`config.mk`:
```
export PLATFORM = sky130hd
export DESIGN_NAME = grammar_line_tokenizer
export DESIGN_NICKNAME = d
export VERILOG_FILES = /design/src/rtl/core/glt_pkg.sv /design/src/rtl/core/glt_front.sv /design/src/rtl/core/glt_queue.sv /design/src/rtl/core/glt_back.sv /design/src/rtl/core/grammar_line_tokenizer.sv
export SDC_FILE = /design/constraint.sdc
export NUM_CORES = 1
export LEC_CHECK = 0
export BUFFER_PORTS_ARGS = -buffer_cell sky130_fd_sc_hd__buf_4
export CAP_MARGIN = 15
export CELL_PAD_IN_SITES_DETAIL_PLACEMENT = 1
export CELL_PAD_IN_SITES_GLOBAL_PLACEMENT = 1
export CORE_UTILIZATION = 45
export DETAILED_ROUTE_END_ITERATION = 8
export GPL_TIMING_DRIVEN = 0
export HOLD_SLACK_MARGIN = 0.15
export MAX_ROUTING_LAYER = met4
export PLACE_DENSITY_LB_ADDON = 0.12
export SYNTH_ARGS = -nofsm -noshare
export SYNTH_HDL_FRONTEND = slang
export SYNTH_SLANG_ARGS = --single-unit
```
`constraint.sdc`:
```
create_clock -name clk -period 2.5 [get_ports clk]
set_input_delay 0.25 -clock clk [delete_from_list [all_inputs] [get_ports clk]]
set_output_delay 0.25 -clock clk [all_outputs]
set_load 0.005 [all_outputs]
```
`src/rtl/core/glt_pkg.sv`:
```
`timescale 1ns / 1ps
package glt_pkg;

	typedef enum logic [1:0] {
		KIND_CHAR      = 2'd0,
		KIND_TOKEN_END = 2'd1,
		KIND_LINE_END  = 2'd2
	} kind_t;

	typedef enum logic [1:0] {
		QUOTE_NONE  = 2'd0,
		QUOTE_DQ    = 2'd1,
		QUOTE_SLASH = 2'd2
	} quote_t;

	typedef enum logic {
		OP_CHAR     = 1'b0,
		OP_LINE_END = 1'b1
	} op_t;

	localparam logic [7:0] CH_SPACE     = 8'h20;
	localparam logic [7:0] CH_HASH      = 8'h23;
	localparam logic [7:0] CH_EQUAL     = 8'h3d;
	localparam logic [7:0] CH_DQUOTE    = 8'h22;
	localparam logic [7:0] CH_SLASH     = 8'h2f;
	localparam logic [7:0] CH_SEMI      = 8'h3b;
	localparam logic [7:0] CH_BACKSLASH = 8'h5c;

	localparam int QUEUE_DEPTH = 4;
	localparam int QUEUE_AW    = $clog2(QUEUE_DEPTH);

	// results of one input beat, in order
	typedef struct packed {
		logic [1:0]       cnt;
		kind_t [2:0]      kinds;
		logic [7:0]       ch;
	} job_t;

endpackage

```
`src/rtl/core/glt_front.sv`:
```
`timescale 1ns / 1ps
module glt_front (
	input  logic              clk,
	input  logic              arst_n,
	input  logic              item_valid,
	output logic              item_ready,
	input  logic              operation,
	input  logic [7:0]        char_code,
	output logic              push,
	output glt_pkg::job_t     job,
	input  logic              queue_ready
);

	glt_pkg::quote_t quote_q, quote_n;
	logic            esc_q, esc_n;
	logic            tok_q, tok_n;
	logic            start_q, start_n;
	logic            skip_q, skip_n;

	logic                    accept;
	logic [1:0]              n;
	glt_pkg::kind_t [2:0]    ks;
	glt_pkg::quote_t         mode;
	glt_pkg::quote_t         cur;
	logic                    is_sep;

	assign item_ready = queue_ready;
	assign accept     = item_valid && item_ready;

	always_comb begin
		n       = 2'd0;
		ks      = {3{glt_pkg::KIND_TOKEN_END}};
		quote_n = quote_q;
		esc_n   = esc_q;
		tok_n   = tok_q;
		start_n = start_q;
		skip_n  = skip_q;
		mode    = (char_code == glt_pkg::CH_DQUOTE) ? glt_pkg::QUOTE_DQ : glt_pkg::QUOTE_SLASH;
		cur     = quote_q;
		is_sep  = (char_code == glt_pkg::CH_SPACE) || (char_code == glt_pkg::CH_HASH)
			|| (char_code == glt_pkg::CH_EQUAL);
		job.ch  = char_code;
		if (operation == glt_pkg::OP_LINE_END) begin
			job.ch = glt_pkg::CH_BACKSLASH;
			if (!skip_q) begin
				if (esc_q) begin
					ks[n] = glt_pkg::KIND_CHAR;
					n     = n + 2'd1;
				end
				if (esc_q || tok_q) begin
					ks[n] = glt_pkg::KIND_TOKEN_END;
					n     = n + 2'd1;
				end
				ks[n] = glt_pkg::KIND_LINE_END;
				n     = n + 2'd1;
			end
			quote_n = glt_pkg::QUOTE_NONE;
			esc_n   = 1'b0;
			tok_n   = 1'b0;
			start_n = 1'b1;
			skip_n  = 1'b0;
		end else begin
			start_n = 1'b0;
			skip_n  = skip_q || (start_q && char_code == glt_pkg::CH_SEMI);
			if (skip_n) begin
				n = 2'd0;
			end else if (esc_q) begin
				esc_n = 1'b0;
				ks[n] = glt_pkg::KIND_CHAR;
				n     = n + 2'd1;
				tok_n = 1'b1;
			end else if (quote_q == glt_pkg::QUOTE_NONE && is_sep) begin
				if (tok_q) begin
					ks[n] = glt_pkg::KIND_TOKEN_END;
					n     = n + 2'd1;
					tok_n = 1'b0;
				end
				if (char_code != glt_pkg::CH_SPACE) begin
					ks[n] = glt_pkg::KIND_CHAR;
					n     = n + 2'd1;
					ks[n] = glt_pkg::KIND_TOKEN_END;
					n     = n + 2'd1;
				end
			end else if (char_code == glt_pkg::CH_DQUOTE || char_code == glt_pkg::CH_SLASH) begin
				if (quote_q == glt_pkg::QUOTE_NONE) begin
					quote_n = mode;
				end else if (cur == mode) begin
					quote_n = glt_pkg::QUOTE_NONE;
				end
				ks[n] = glt_pkg::KIND_CHAR;
				n     = n + 2'd1;
				tok_n = 1'b1;
			end else if (char_code == glt_pkg::CH_BACKSLASH) begin
				esc_n = 1'b1;
			end else begin
				ks[n] = glt_pkg::KIND_CHAR;
				n     = n + 2'd1;
				tok_n = 1'b1;
			end
		end
		job.cnt   = n;
		job.kinds = ks;
	end

	assign push = accept && (n != 2'd0);

	always_ff @(posedge clk or negedge arst_n) begin
		if (!arst_n) begin
			quote_q <= glt_pkg::QUOTE_NONE;
			esc_q   <= 1'b0;
			tok_q   <= 1'b0;
			start_q <= 1'b1;
			skip_q  <= 1'b0;
		end else if (accept) begin
			quote_q <= quote_n;
			esc_q   <= esc_n;
			tok_q   <= tok_n;
			start_q <= start_n;
			skip_q  <= skip_n;
		end
	end

endmodule

```
`src/rtl/core/glt_queue.sv`:
```
`timescale 1ns / 1ps
module glt_queue (
	input  logic              clk,
	input  logic              arst_n,
	input  logic              push,
	input  glt_pkg::job_t     push_job,
	output logic              push_ready,
	input  logic              pop,
	output logic              head_valid,
	output glt_pkg::job_t     head_job
);

	glt_pkg::job_t                mem_q [glt_pkg::QUEUE_DEPTH];
	logic [glt_pkg::QUEUE_AW-1:0] wr_q, rd_q;
	logic [glt_pkg::QUEUE_AW:0]   fill_q;
	logic                         do_push, do_pop;

	assign push_ready = (fill_q != (glt_pkg::QUEUE_AW+1)'(glt_pkg::QUEUE_DEPTH));
	assign head_valid = (fill_q != '0);
	assign head_job   = mem_q[rd_q];
	assign do_push    = push && push_ready;
	assign do_pop     = pop && head_valid;

	always_ff @(posedge clk) begin
		if (do_push) begin
			mem_q[wr_q] <= push_job;
		end
	end

	always_ff @(posedge clk or negedge arst_n) begin
		if (!arst_n) begin
			wr_q   <= '0;
			rd_q   <= '0;
			fill_q <= '0;
		end else begin
			if (do_push) begin
				wr_q <= wr_q + 1'b1;
			end
			if (do_pop) begin
				rd_q <= rd_q + 1'b1;
			end
			if (do_push && !do_pop) begin
				fill_q <= fill_q + 1'b1;
			end else if (do_pop && !do_push) begin
				fill_q <= fill_q - 1'b1;
			end
		end
	end

endmodule

```
`src/rtl/core/glt_back.sv`:
```
`timescale 1ns / 1ps
module glt_back (
	input  logic              clk,
	input  logic              arst_n,
	input  logic              head_valid,
	input  glt_pkg::job_t     head_job,
	output logic              pop,
	output logic              result_valid,
	input  logic              result_ready,
	output logic [1:0]        kind,
	output logic [7:0]        out_char,
	output logic              last
);

	logic [1:0]     idx_q;
	glt_pkg::kind_t cur_kind;
	logic           beat;

	assign cur_kind     = head_job.kinds[idx_q];
	assign result_valid = head_valid;
	assign kind         = cur_kind;
	assign out_char     = (cur_kind == glt_pkg::KIND_CHAR) ? head_job.ch : 8'd0;
	assign last         = (idx_q == head_job.cnt - 2'd1);
	assign beat         = result_valid && result_ready;
	assign pop          = beat && last;

	always_ff @(posedge clk or negedge arst_n) begin
		if (!arst_n) begin
			idx_q <= 2'd0;
		end else if (beat) begin
			idx_q <= last ? 2'd0 : idx_q + 2'd1;
		end
	end

endmodule

```
`src/rtl/core/grammar_line_tokenizer.sv`:
```
`timescale 1ns / 1ps
// a result is offered from the job queue, which registers the jobs of each input beat
// throughput: one input beat per cycle while the 4-entry job queue has room,
// one result beat per cycle from the back end while result_ready is high; up to three results per input
// sustained rate is set by the back end, one result a cycle while result_ready is high
// reset: arst_n clears tokenizer state, queue pointers and result index at once
module grammar_line_tokenizer (
	input  logic       clk,
	input  logic       arst_n,
	input  logic       item_valid,
	output logic       item_ready,
	input  logic       operation,
	input  logic [7:0] char_code,
	output logic       result_valid,
	input  logic       result_ready,
	output logic [1:0] kind,
	output logic [7:0] out_char,
	output logic       last
);

	logic          push, push_ready, pop, head_valid;
	glt_pkg::job_t job, head_job;

	glt_front u_front (
		.clk         (clk),
		.arst_n      (arst_n),
		.item_valid  (item_valid),
		.item_ready  (item_ready),
		.operation   (operation),
		.char_code   (char_code),
		.push        (push),
		.job         (job),
		.queue_ready (push_ready)
	);

	glt_queue u_queue (
		.clk        (clk),
		.arst_n     (arst_n),
		.push       (push),
		.push_job   (job),
		.push_ready (push_ready),
		.pop        (pop),
		.head_valid (head_valid),
		.head_job   (head_job)
	);

	glt_back u_back (
		.clk          (clk),
		.arst_n       (arst_n),
		.head_valid   (head_valid),
		.head_job     (head_job),
		.pop          (pop),
		.result_valid (result_valid),
		.result_ready (result_ready),
		.kind         (kind),
		.out_char     (out_char),
		.last         (last)
	);

endmodule

```
Word-level counts from Yosys, hierarchy flattened
Memories as Yosys holds them, arrays and structs flattened.
Cells that the tools add are included.
{"block": "op_classes", "add_sub_neg": 10, "n_lt_le_gt_ge": 9, "n_eq_ne": 15, "mux": 78, "bitwise": 11, "reduce_logical": 31}
{"operator": "2-bit two-way mux", "n": 38}
{"operator": "8-bit by 6-bit == test with 1-bit output, second input constant", "n": 6}
{"operator": "6-bit two-way mux", "n": 7}
{"operator": "1-bit two-way mux", "n": 22}
{"operator": "2-bit demux with 2-bit select", "n": 4}
{"operator": "8-bit two-way mux", "n": 2}
{"operator": "2-bit by 3-bit < comparator with 1-bit output, second input constant", "n": 5}
{"operator": "2-bit by 1-bit adder with 2-bit output, second input constant", "n": 7}
{"operator": "1-bit logical AND", "n": 14}
{"operator": "3-bit NOT", "n": 3}
{"operator": "3-bit bitwise OR", "n": 3}
{"operator": "8-bit by 7-bit == test with 1-bit output, second input constant", "n": 1}
{"operator": "2-bit by 1-bit greater-or-equal comparator with 1-bit output, second input constant", "n": 4}
{"operator": "4-bit two-way mux", "n": 2}
{"operator": "8-bit by 6-bit inequality test with 1-bit output, second input constant", "n": 1}
{"operator": "3-bit AND", "n": 2}
{"operator": "5-bit by 6-bit AND with 6-bit output", "n": 1}
{"operator": "3-bit two-way mux", "n": 2}
{"operator": "2-bit inequality test, second input constant", "n": 3}
{"operator": "6-bit NOT", "n": 1}
{"operator": "6-bit AND reduction", "n": 1}
{"operator": "2-bit nonzero test", "n": 3}
{"operator": "3-bit nonzero test", "n": 2}
{"operator": "1-bit logical OR", "n": 5}
{"operator": "12 further kinds", "n": 15}
{"block": "totals", "register_bits": 15, "ram_bits": 64, "n_memories": 1}
{"memory": "u_queue.mem_q", "words": 4, "width": 16, "read_ports": 1, "rd_ports_with_merged_regs": 0, "write_ports": 1, "line_no": "glt_queue.sv:13", "rtl": "glt_pkg::job_t mem_q [glt_pkg::QUEUE_DEPTH];"}

Logic depth before layout (Yosys ltp)
{"block": "depth", "depth_word": 22, "ltp_mapped": 11, "mapped_depth_nobuf": 10}

By module
Synthesis repeated with hierarchy kept, for this count alone.
{"block": "hier_totals", "cells_unflattened": 236, "hier_area_um2": 3703.6}
{"module": "glt_queue", "instances": 1, "cells_per_inst": 119, "area_each_um2": 2760.1, "seq_area_each_um2": 2097.0}
{"module": "glt_front", "instances": 1, "cells_per_inst": 85, "area_each_um2": 664.4, "seq_area_each_um2": 151.4}
{"module": "glt_back", "instances": 1, "cells_per_inst": 32, "area_each_um2": 279.0, "seq_area_each_um2": 50.0}

Worst setup path before layout
Ideal clock, no wire load.
{"block": "synth_timing", "kind": "reg-to-reg", "from": "register u_queue.rd_q[0] (netlist name)", "to": "register u_queue.fill_q[1] (netlist name)", "setup_ns": 0.125, "arrival_ns": 2.616, "path_slack_ns": -0.241, "path_stages_with_launch": 10, "n_path_buf": 1, "period_less_slack_ns": 2.741, "cell_sequence": "dfrtp_1 > buf_4 > mux4_2 > xnor2_1 > mux2i_1 > nand2_1 > ha_1 > inv_1 > fa_1 > mux2_2"}
{"block": "synth_via", "elab_chain_cells": 8}
{"item": "start: declaration", "line_no": "glt_queue.sv:14", "rtl": "logic [glt_pkg::QUEUE_AW-1:0] wr_q, rd_q;"}
{"item": "start signal: assignment", "line_no": "glt_queue.sv:40", "rtl": "rd_q <= rd_q + 1'b1;"}
{"item": "memory read 4 x 16 bit *"}
{"item": "2-bit by 1-bit subtractor with 2-bit output *", "line_no": "glt_back.sv:23", "rtl": "assign last = (idx_q == head_job.cnt - 2'd1);"}
{"item": "2-bit == test *", "line_no": "glt_back.sv:23"}
{"item": "via last", "line_no": "grammar_line_tokenizer.sv:18", "rtl": "output logic last"}
{"item": "1-bit logical AND *", "line_no": "glt_back.sv:25", "rtl": "assign pop = beat && last;"}
{"item": "1-bit logical AND *", "line_no": "glt_queue.sv:22", "rtl": "assign do_pop = pop && head_valid;"}
{"item": "1-bit logical NOT", "line_no": "glt_queue.sv:42", "rtl": "if (do_push && !do_pop) begin"}
{"item": "1-bit logical AND", "line_no": "glt_queue.sv:42"}
{"item": "3-bit two-way mux or 2-bit nonzero test (tied branches)"}
{"item": "end signal: assignment", "line_no": "glt_queue.sv:43", "rtl": "fill_q <= fill_q + 1'b1;"}
{"item": "end signal: assignment", "line_no": "glt_queue.sv:45", "rtl": "fill_q <= fill_q - 1'b1;"}
{"item": "end: declaration", "line_no": "glt_queue.sv:15", "rtl": "logic [glt_pkg::QUEUE_AW:0] fill_q;"}
The timed path passes the listed nets; every way through them passes the cells marked *.
A chain may end at the register's enable or synchronous reset.

Worst setup path after layout
{"block": "layout_timing", "from": "register u_queue.rd_q[0] (netlist name)", "to": "register u_queue.fill_q[1] (netlist name)"}
{"block": "layout_via", "elab_chain_cells": 8}
{"item": "memory read 4 x 16 bit *"}
{"item": "2-bit by 1-bit subtractor with 2-bit output *", "line_no": "glt_back.sv:23"}
{"item": "2-bit == test *", "line_no": "glt_back.sv:23"}
{"item": "1-bit logical AND *", "line_no": "glt_back.sv:25"}
{"item": "1-bit logical AND *", "line_no": "glt_queue.sv:22"}
{"item": "1-bit logical NOT", "line_no": "glt_queue.sv:42"}
{"item": "1-bit logical AND", "line_no": "glt_queue.sv:42"}
{"item": "3-bit two-way mux or 2-bit nonzero test (tied branches)"}
Mark *: on every way between the ends. The rest lies on a longest branch, timed or not.

==> metrics.csv <==
stage,metric,value,unit
pwr,PwrDens,1121,nW/µm²
synthesis,synthesized area per cell,15.45,µm²
setup_path,Startpoint Class,flop,
floorplan,Initial Utilization,46.55,%
drt,DR vias,2115,
placed_design,Post-DP HPWL,4.922,mm
status,failing checks,setup timing,
grt,vias in the first global route,2217,
drt,Routed WL,7.360,mm
clock_tree,Worst-Skew Late Latency,0.36,ns
min_path,hold_sp,char_code[1],
setup_path,crit path max fanout,3,
grt,largest net degree at the start of global routing,17,
setup_path,crit path cell chain,"buf_8, mux4_2, xnor2_2, mux2i_2, nand2_2, ha_4, inv_2, fa_1, mux2_2",
layout,P&R area growth vs syn,17.79,%
setup_path,Critical Path AT,2.85,ns
drt,drt drc,0,
drt,vias per inst,5.537,
floorplan,full die area,8398,µm²
timing,Slew Limit Fails,0,
placed_design,placed cells,360,
setup_path,CP startpoint,u_queue.rd_q[0],
synthesis,syn nets,253,
min_path,Hold/Removal Path Class,in -> reg,
setup_path,Setup CP Type,reg -> reg,
floorplan,Die Y,91.64,µm
layout,register area,2300,µm²
clock_tree,Root Driver,clkbuf_8,
placed_design,Port Buffer Count,24,
layout,fillers,760,
layout,Final #Nets,294,
drt,"antenna viol nets, final",0,
timing,final setup margin,-0.1087,ns
setup_path,worst path required time,2.74,ns
setup_path,crit path max-delay cell type,mux4_2,
floorplan,Ports,26,
synthesis,synth warn,0,
status,status,"finished, violations left",
synthesis,Syn Std Cell Area,3616,µm²
clock_tree,htree depth,3,
timing,Final period util,104.3,%
clock_tree,clk buf depth,2,
synthesis,Synth Register Bits,79,
pwr,peak supply drop,405.5,µV
placed_design,GPL Wtd Cong,0.8287,
synthesis,fraction of registers with async set/reset,18.99,%
synthesis,"Seq/Total Area, Yosys",63.56,%
layout,n_diodes,0,
clock_tree,"CTS clk-pin slew, worst paths",0.08,ns
grt,initial antenna violation count,0,
placed_design,Place WS,-0.3398,ns
timing,Worst slew margin,58.95,%
drt,DR pass1 iterations,4,
synthesis,Cell variety after synth,51,
synthesis,number of synthesized flops with an enable pin,64,
setup_path,R2R Path Start,u_queue.rd_q[0],
layout,layout cells sized above 1,33.21,%
layout,Layout Utilization,54.83,%
synthesis,Mapped Cells,234,
grt,Tot GR Track Use,19.80,%
setup_path,Crit path buffers/inverters,2,
timing,RSZ-0062 raised after global routing,true,
drt,initial drt markers,119,
grt,first-pass GRT wire length,11.86,mm
grt,grt total ovfl,0,
timing,fmax,383.3,MHz
setup_path,crit-path max cell delay,0.54,ns
synthesis,Most used DFF post-synth,edfxtp_1,
run,max_cap viols,0,
timing,Worst-Margin Slew,0.6151,ns
layout,"Design Area, Final",4259,µm²
clock_tree,CTS tree,yes,
floorplan,Die W,91.64,µm
timing,Clock Skew,0.01313,ns
clock_tree,clk sinks,79,
setup_path,Crit. End Element,flop,
drt,routed len/inst,19.27,µm
placed_design,Post-DP Area,3941,µm²
timing,Fin. Hold Viols,0,
layout,"non-filler cells, final",382,
layout,area of the multi-input gates,1300,µm²
clock_tree,cts bufs inserted,9,
pwr,total power,4.773,mW
floorplan,core region area,7767,µm²
timing,post-layout minimum cycle time,2.609,ns
timing,# setup viols final,10,
floorplan,Rows,32,
setup_path,CP top delay family,multiplexers,
pwr,Lkg Pwr,1.533,nW
-- cell usage after synthesis (2+ instances only) --
master	n	area (µm²)
a211o_1	2	17.52
a21o_1	2	15.01
a21oi_1	4	20.02
a2bb2oi_1	2	17.52
a31oi_1	3	18.77
and2_1	6	37.54
and3_1	9	56.30
buf_2	2	10.01
buf_4	2	15.01
clkbuf_1	6	22.52
dfrtp_1	14	350.3
edfxtp_1	64	1922
ha_1	5	62.56
inv_1	7	26.28
mux2_2	2	22.52
mux2i_1	4	40.04
mux4_2	16	360.4
nand2_1	11	41.29
nand2b_1	7	43.79
nand3_1	3	15.01
nand4_1	4	25.02
nor2_1	7	26.28
nor2b_1	5	31.28
nor3_1	5	25.02
nor4_1	2	12.51
o21ai_0	4	20.02
o21ai_1	4	20.02
or2_2	3	18.77
or3_1	2	12.51
xnor2_1	5	43.79
xor2_1	2	17.52
-- area by class of cell --
cell class	instances	area share, %
flip-flops and latches	79	54.00
multi-input cells	137	30.52
repair buffers	32	5.964
well taps	102	2.996
clock buffers	9	2.908
clock inverters	7	1.675
plain buffers	9	1.322
inverters	7	0.6169
-- what timing repair did --
| action | 4_1_cts | 5_1_grt |
|---|---|---|
| endpoints found under the setup margin | 74 | 26 |
| buffers inserted | 5 | 2 |
| pin swaps | 1 | 2 |
| hold buffers | 1 | 0 |
| gates resized for setup | 10 | 10 |
| endpoints found under the hold margin | 15 | 0 |
-- metal layers --
layer	part of all wire [%]	track usage, %	up-vias
met4	1.6	8.201	0
met3	2.5	2.488	13
met5	0	-	-
met1	47	26.40	1079
met2	49	31.08	33
li1	-	-	990
-- path summary, 6_finish.rpt --
check	end	slack [ns]	cells after the start
setup / recovery	u_queue.fill_q[1]	-0.11	9
min in group asynchronous	u_back.idx_q[0]	0.29	2
hold / removal	u_front.cur[0]	0.20	3
setup reg to reg	u_queue.fill_q[1]	-0.11	9
hold reg to reg	u_queue.fill_q[2]	0.49	1
max in group asynchronous	u_front.start_q	1.94	2
-- tightest hold or removal path, cell delays in order --
cell	delay, ns
buf_4	0.14
nand4_1	0.07
o21ai_1	0.05
-- state kept, by name (all words and copies together), names as in the netlist, 2 cells and up --
name,cells
u_queue.mem_q,64
u_queue.fill_q,3
u_back.idx_q,2
u_front.cur,2
u_queue.rd_q,2
u_queue.wr_q,2
-- layout by cell type (no fill, tap or decap), types with 2 or more instances in the layout --
| master | instances |
|---|---|
| edfxtp_1 | 64 |
| o21ai_1 | 3 |
| inv_1 | 6 |
| and3_1 | 8 |
| nor3_1 | 4 |
| buf_4 | 32 |
| or2_2 | 3 |
| nor4_1 | 2 |
| a2bb2oi_1 | 2 |
| clkbuf_1 | 4 |
| clkinv_1 | 2 |
| and2_2 | 4 |
| nor2_1 | 7 |
| nand2_1 | 10 |
| nand2b_1 | 7 |
| clkinv_4 | 2 |
| nand4_1 | 4 |
| mux2_2 | 2 |
| dfrtp_1 | 13 |
| xnor2_1 | 4 |
| a21o_1 | 2 |
| nand3_1 | 3 |
| clkbuf_8 | 9 |
| mux4_2 | 16 |
| and2_1 | 2 |
| nor2b_1 | 5 |
| buf_8 | 2 |
| mux2i_1 | 3 |
| nor3_4 | 2 |
| ha_1 | 4 |
| a21oi_1 | 4 |
| xor2_1 | 2 |
| a31oi_1 | 3 |
| o21ai_0 | 4 |
| or3_1 | 2 |
-- where the power goes --
| group | internal (mW) | total, mW | leakage (nW) | switching, mW |
|---|---|---|---|---|
| combinational | 1.02 | 1.93 | 0.685 | 0.916 |
| sequential | 1.74 | 1.90 | 0.754 | 0.165 |
| clock | 0.461 | 0.936 | 0.0949 | 0.475 |
-- logic make-up (layout without fill, tap and decap cells) --
group | after synthesis | in the layout | share of synthesized area (%)
DFF | 79 | 79 | 63.56
and+or+nand+nor | 74 | 74 | 12.59
AOI/OAI and AO/OA | 26 | 26 | 5.295
muxes | 24 | 24 | 12.42
buffers and inverters | 18 | 64 | 2.145
xor gates and xnor gates | 7 | 7 | 1.696
adders and majority gates | 6 | 6 | 2.284
-- metrics by stage --
stage	hold slack, ns	setup TNS (ns)
floorplan	-0.04559	-0.2332
detailed placement	0.1284	-16.12
finish	0.2048	-0.3073
global route	0.2183	-1.314
CTS	0.2032	-0.4959
global placement	0.1228	-14.67
(Power assumes the default switching activity.)
